==> src/rtl/core/bft_pkg.sv <==
// Shared types and constants for the bidirectional flow tracker.
`timescale 1ns / 1ps
`default_nettype none
package bft_pkg;

	localparam int FLOW_ENTRIES = 1024;
	localparam int IDX_W = (FLOW_ENTRIES > 1) ? $clog2(FLOW_ENTRIES) : 1;
	localparam int CNT_W = $clog2(FLOW_ENTRIES + 1);
	localparam int ENTRY_INDEX_W = 10;

	localparam logic [15:0] ETH_IPV4 = 16'h0800;
	localparam logic [3:0] IP_V4 = 4'd4;
	localparam logic [7:0] PROTO_TCP = 8'd6;
	localparam logic [7:0] PROTO_UDP = 8'd17;

	localparam logic [63:0] IDLE_TIMEOUT_RST = 64'd30000000000;
	localparam logic [15:0] WK_PORT_LIMIT_RST = 16'd1024;

	localparam logic REG_IDLE_TIMEOUT = 1'b0;
	localparam logic REG_WK_PORT_LIMIT = 1'b1;

	typedef enum logic [2:0] {
		ACT_IGNORED = 3'd0,
		ACT_NEW = 3'd1,
		ACT_FWD = 3'd2,
		ACT_REV = 3'd3,
		ACT_FWD_RESTART = 3'd4,
		ACT_REV_RESTART = 3'd5,
		ACT_FULL = 3'd6
	} action_t;

	localparam logic [1:0] METH_NONE = 2'd0;
	localparam logic [1:0] METH_SYN = 2'd1;
	localparam logic [1:0] METH_WELL_KNOWN = 2'd2;
	localparam logic [1:0] METH_LOWER_PORT = 2'd3;

	typedef struct packed {
		logic [31:0] src;
		logic [31:0] dst;
		logic [15:0] sport;
		logic [15:0] dport;
		logic [7:0] proto;
		logic [63:0] fp;
		logic [63:0] rp;
		logic [63:0] fl;
		logic [63:0] rl;
		logic [63:0] st;
		logic [63:0] ls;
		logic [1:0] method;
		logic [31:0] server;
	} entry_t;

endpackage
`default_nettype wire

==> src/rtl/core/bft_server_pick.sv <==
// Server-side heuristic: SYN flag, well-known port, then lower port.
`timescale 1ns / 1ps
`default_nettype none
module bft_server_pick (
	input wire logic is_tcp,
	input wire logic syn,
	input wire logic ack,
	input wire logic [31:0] src_ip,
	input wire logic [31:0] dst_ip,
	input wire logic [15:0] l4_sport,
	input wire logic [15:0] l4_dport,
	input wire logic [15:0] wk_limit,
	output logic [1:0] method,
	output logic [31:0] server
);

	always_comb begin
		if (is_tcp && syn) begin
			method = bft_pkg::METH_SYN;
			server = ack ? src_ip : dst_ip;
		end else if (l4_dport < wk_limit) begin
			method = bft_pkg::METH_WELL_KNOWN;
			server = dst_ip;
		end else if (l4_sport < wk_limit) begin
			method = bft_pkg::METH_WELL_KNOWN;
			server = src_ip;
		end else begin
			method = bft_pkg::METH_LOWER_PORT;
			server = (l4_dport < l4_sport) ? dst_ip : src_ip;
		end
	end

endmodule
`default_nettype wire

==> config.mk <==
export PLATFORM = sky130hd
export DESIGN_NAME = bft_server_pick
export DESIGN_NICKNAME = d
export VERILOG_FILES = /design/src/rtl/core/bft_pkg.sv /design/src/rtl/core/bft_server_pick.sv
export SDC_FILE = /design/constraint.sdc
export NUM_CORES = 1
export LEC_CHECK = 0
export BUFFER_PORTS_ARGS = -buffer_cell sky130_fd_sc_hd__buf_4
export CAP_MARGIN = 25
export CORE_MARGIN = 2
export CORE_UTILIZATION = 41
export DETAILED_ROUTE_END_ITERATION = 10
export PLACE_DENSITY = 0.89
export SLEW_MARGIN = 20
export SYNTH_ARGS = -nofsm -noshare
export SYNTH_HDL_FRONTEND = slang
export SYNTH_SLANG_ARGS = --single-unit
==> constraint.sdc <==
create_clock -name vclk -period 6.5
set_input_delay 0.65 -clock vclk [all_inputs]
set_output_delay 0.65 -clock vclk [all_outputs]
set_load 0.02 [all_outputs]
# --- Word-level counts from Yosys, hierarchy flattened ---
# Index checks and enable logic that the tools add are counted.
word_totals:
  register_bits: 0
  in_bits: 115
  output_inout_bits: 34
op_classes:
  order_cmp: 3
  mux: 8
  n_reduce_logical: 1
ops:
  columns: ["cell", "n"]
  rows:
  - ["2-to-1 mux 32 bit", 5]
  - ["< comparator 16 bit", 3]
  - ["2-to-1 mux 1 bit", 2]
  - ["2-to-1 mux 2 bit", 1]
  - ["logical AND 1 bit", 1]

# --- Depth between registers and ports, before layout ---
depth:
  ltp_word: 5
  ltp_mapped: 10

# --- Worst setup path after synthesis ---
# No wires, ideal clock.
synth_path:
  path_type: "input to output"
  from: "input wk_limit[9]"
  to: "output server[10]"
  arrival_time_ps: 2741
  required_ps: 5850
  path_slack_ps: 3109
  cell_stages: 10
  n_path_buf: 1
  path_cell_list: "inv_1 -> ha_1 -> a21o_1 -> a21o_1 -> a221o_1 -> o21ai_1 -> a21oi_2 -> o31ai_4 -> buf_6 -> mux2_2"
synth_via:
  elab_chain_len: 4
synth_lines:
  columns: ["element", "line", "rtl"]
  rows:
  - ["start, declared", "bft_server_pick.sv:12", "input wire logic [15:0] wk_limit,"]
  - ["< comparator 16 bit", "bft_server_pick.sv:24", "end else if (l4_sport < wk_limit) begin"]
  - ["2-to-1 mux 32 bit", "bft_server_pick.sv:24", null]
  - ["2-to-1 mux 32 bit (*)", "bft_server_pick.sv:21", "end else if (l4_dport < wk_limit) begin"]
  - ["2-to-1 mux 32 bit (*)", "bft_server_pick.sv:18", "if (is_tcp && syn) begin"]
  - ["end, declared", "bft_server_pick.sv:14", "output logic [31:0] server"]
# Every way passes the cells marked *; elsewhere a longest branch is shown, timed or not.

# --- Final worst setup path ---
layout_path:
  from: "input wk_limit[9]"
  to: "output server[23]"
# The elaborated chain is that of the path after synthesis.

==> results.md <==
* Power density over cell area at 89.7 nW/um^2
* Seq/Total Area, Yosys at 0%
* Distinct cell type count after synthesis at 27
* CP Data Arrival Time at 3180 ps
* Critical Path Sink Type: output port
* CP Launch Type: primary input
* Drt via density at 5.01
* Core region area at 3610 um^2
* Ant diodes at 0
* DR vias at 1874
* Largest net degree at the start of global routing at 33
* First-pass GRT wire length at 8800 um
* Min cycle time layout at 3830 ps
* Initial DRC count at 59
* Period utilization at 58.9%
* Chip width at 64.8 um
* DPL Wire Length at 5300 um
* Remaining Overflow, GRT at 0
* Synthesized area per cell at 8.46 um^2
* Worst hold margin at 1630 ps
* Yosys top cell area share at 37.2%
* Setup violations, final at 0
* Syn Nets at 339
* Ys Warns at 0
* Yosys top cell by area: ha_1
* Slew margin rel. at 61.7%
* Die area at 4190 um^2
* RSZ-0062 raised after global routing: false
* Starting Density at 42.0%
* CP Max Fanout at 32
* CTS hold repair buffers at 0
* Die Height at 64.8 um
* Maximum VDD drop at 0.0000666 V
* GPL Wtd Cong at 0.847
* Post-Syn Instances at 179
* Layout Nets at 488
* Drt total wl at 5690 um
* Status: finished, final reports clean
* Final hold viol count at 0
* Synth Area in Adders at 37.2%
* Vias in the first global route at 1966
* Main combinational cell family by area after synthesis: adder cells
* DRC violations left at 0
* Row count at 22
* Post-Syn Area at 1510 um^2
* Synth Area in Compound Gates at 18.9%
* Routed len/inst at 15.2 um
* Synth Area in XOR/XNOR at 0%
* Static Leak at 0.00153 uW
* Initial antenna violation count at 0
* Layout cell share with drive strength beyond 1 at 57.4%
* Mux cell area share after synthesis at 23.8%
* Hold WC Path Type: primary input to output port
* # port buffers at 149
* Register area at 0 um^2
* Simple-gate share of the synthesized area at 9.67%
* Critical Path RT at 5850 ps
* Area contributors post-synth: ha_1, mux2_2, inv_1
* TNS Setup at 0 ps
* Overall routing resource usage at 26.1%
* 1st-pass router iterations at 4
* Post_cts resized at 0
* Design Power at 239 uW
* Fmax at 261 MHz
* Post-layout util at 73.9%
* Max Transition Viols Final at 0
* Sequential cell count at 0
* Clock buffer cells at 0
* # fillers at 286
* I/O pins at 149
* Max cap viols at 0
* Final ANT Viol Nets at 0
* Worst Tran Pin Value at 560 ps
* Area growth, synth to finish at 76.1%
* Setup Fix Bufs, Post-CTS at 0
* WS Path Type: primary input to output port
## worst paths after layout
path | slack (ps) | to | depth (start not counted) | startpoint
setup / recovery | 2670 | server[23] | 12 | wk_limit[9]
hold / removal | 1630 | server[14] | 3 | src_ip[14]
## metrics by stage
step           setup slack, ps  instance area [um^2]  std cells
2_1_floorplan             3110                  1510        179
6_report                  2670                  2670        374
4_1_cts                   2680                  2670        374
3_5_place_dp              2680                  2670        374
5_1_grt                   2520                  2670        374
3_3_place_gp              2730                  2670        374
## Yosys cell counts
master	n
a221oi_1	1
o21ai_0	7
a221o_1	1
a21o_1	8
and4_1	3
a211oi_2	1
and3_2	1
o21ai_1	1
inv_1	33
nand2b_1	2
mux2_2	32
nand2_1	6
a2111oi_0	4
nor2_1	5
ha_1	45
a211oi_1	3
nor2b_1	1
a21boi_0	1
o31ai_4	1
a2111o_1	1
nand3_1	3
a21oi_2	1
nand4_1	5
and2_1	1
buf_6	3
a21oi_1	8
a21o_2	1
## cell families (layout without fill, tap and decap cells)
logic type      count (synthesis)  count (layout)
compound gates                 39              39
fa+ha+maj                      45              45
buf+inv                        36             183
mux                            32              32
simple gates                   27              27
## report_power, final
| group | leakage, uW | switching [uW] | internal [uW] |
|---|---|---|---|
| Sequential | 0 | 0 | 0 |
| Combinational | 0.00153 | 109 | 131 |
| Clock | 0 | 0 | 0 |
## layout make-up
| class | instances | area [um^2] | share of cell area, % |
|---|---|---|---|
| repair buffers | 150 | 1130 | 42.2 |
| well taps | 48 | 60.1 | 2.25 |
| multi-input cells | 143 | 1360 | 50.9 |
| inverters | 33 | 124 | 4.65 |
## metal layers
metal	share of wire, %	routed length, um	track usage, %	vias to the layer above
li1	-	-	-	957
met2	51	2920	50.0	79
met3	8.2	466	5.73	4
met4	0.62	35	2.13	0
met1	40	2270	30.3	834
met5	0	0	0	-
## layout by cell type (no fill, tap or decap), drive strengths merged
cell type and count:
a2111o 1, a2111oi 4, a211oi 4, a21boi 1
a21o 9, a21oi 9, a221o 1, a221oi 1
and2 1, and3 1, and4 3, buf 150
ha 45, inv 33, mux2 32, nand2 6
nand2b 2, nand3 3, nand4 5, nor2 5
nor2b 1, o21ai 8, o31ai 1
## worst max-delay path, cell delays in order
cell and delay (ps):
buf_4 110, inv_1 90, ha_1 250, a21o_1 180, a21o_1 160, a221o_1 340
o21ai_1 180, a21oi_2 100, o31ai_4 160, buf_4 380, mux2_2 400, buf_4 160
Note: power is estimated with default switching activity, not from simulation.
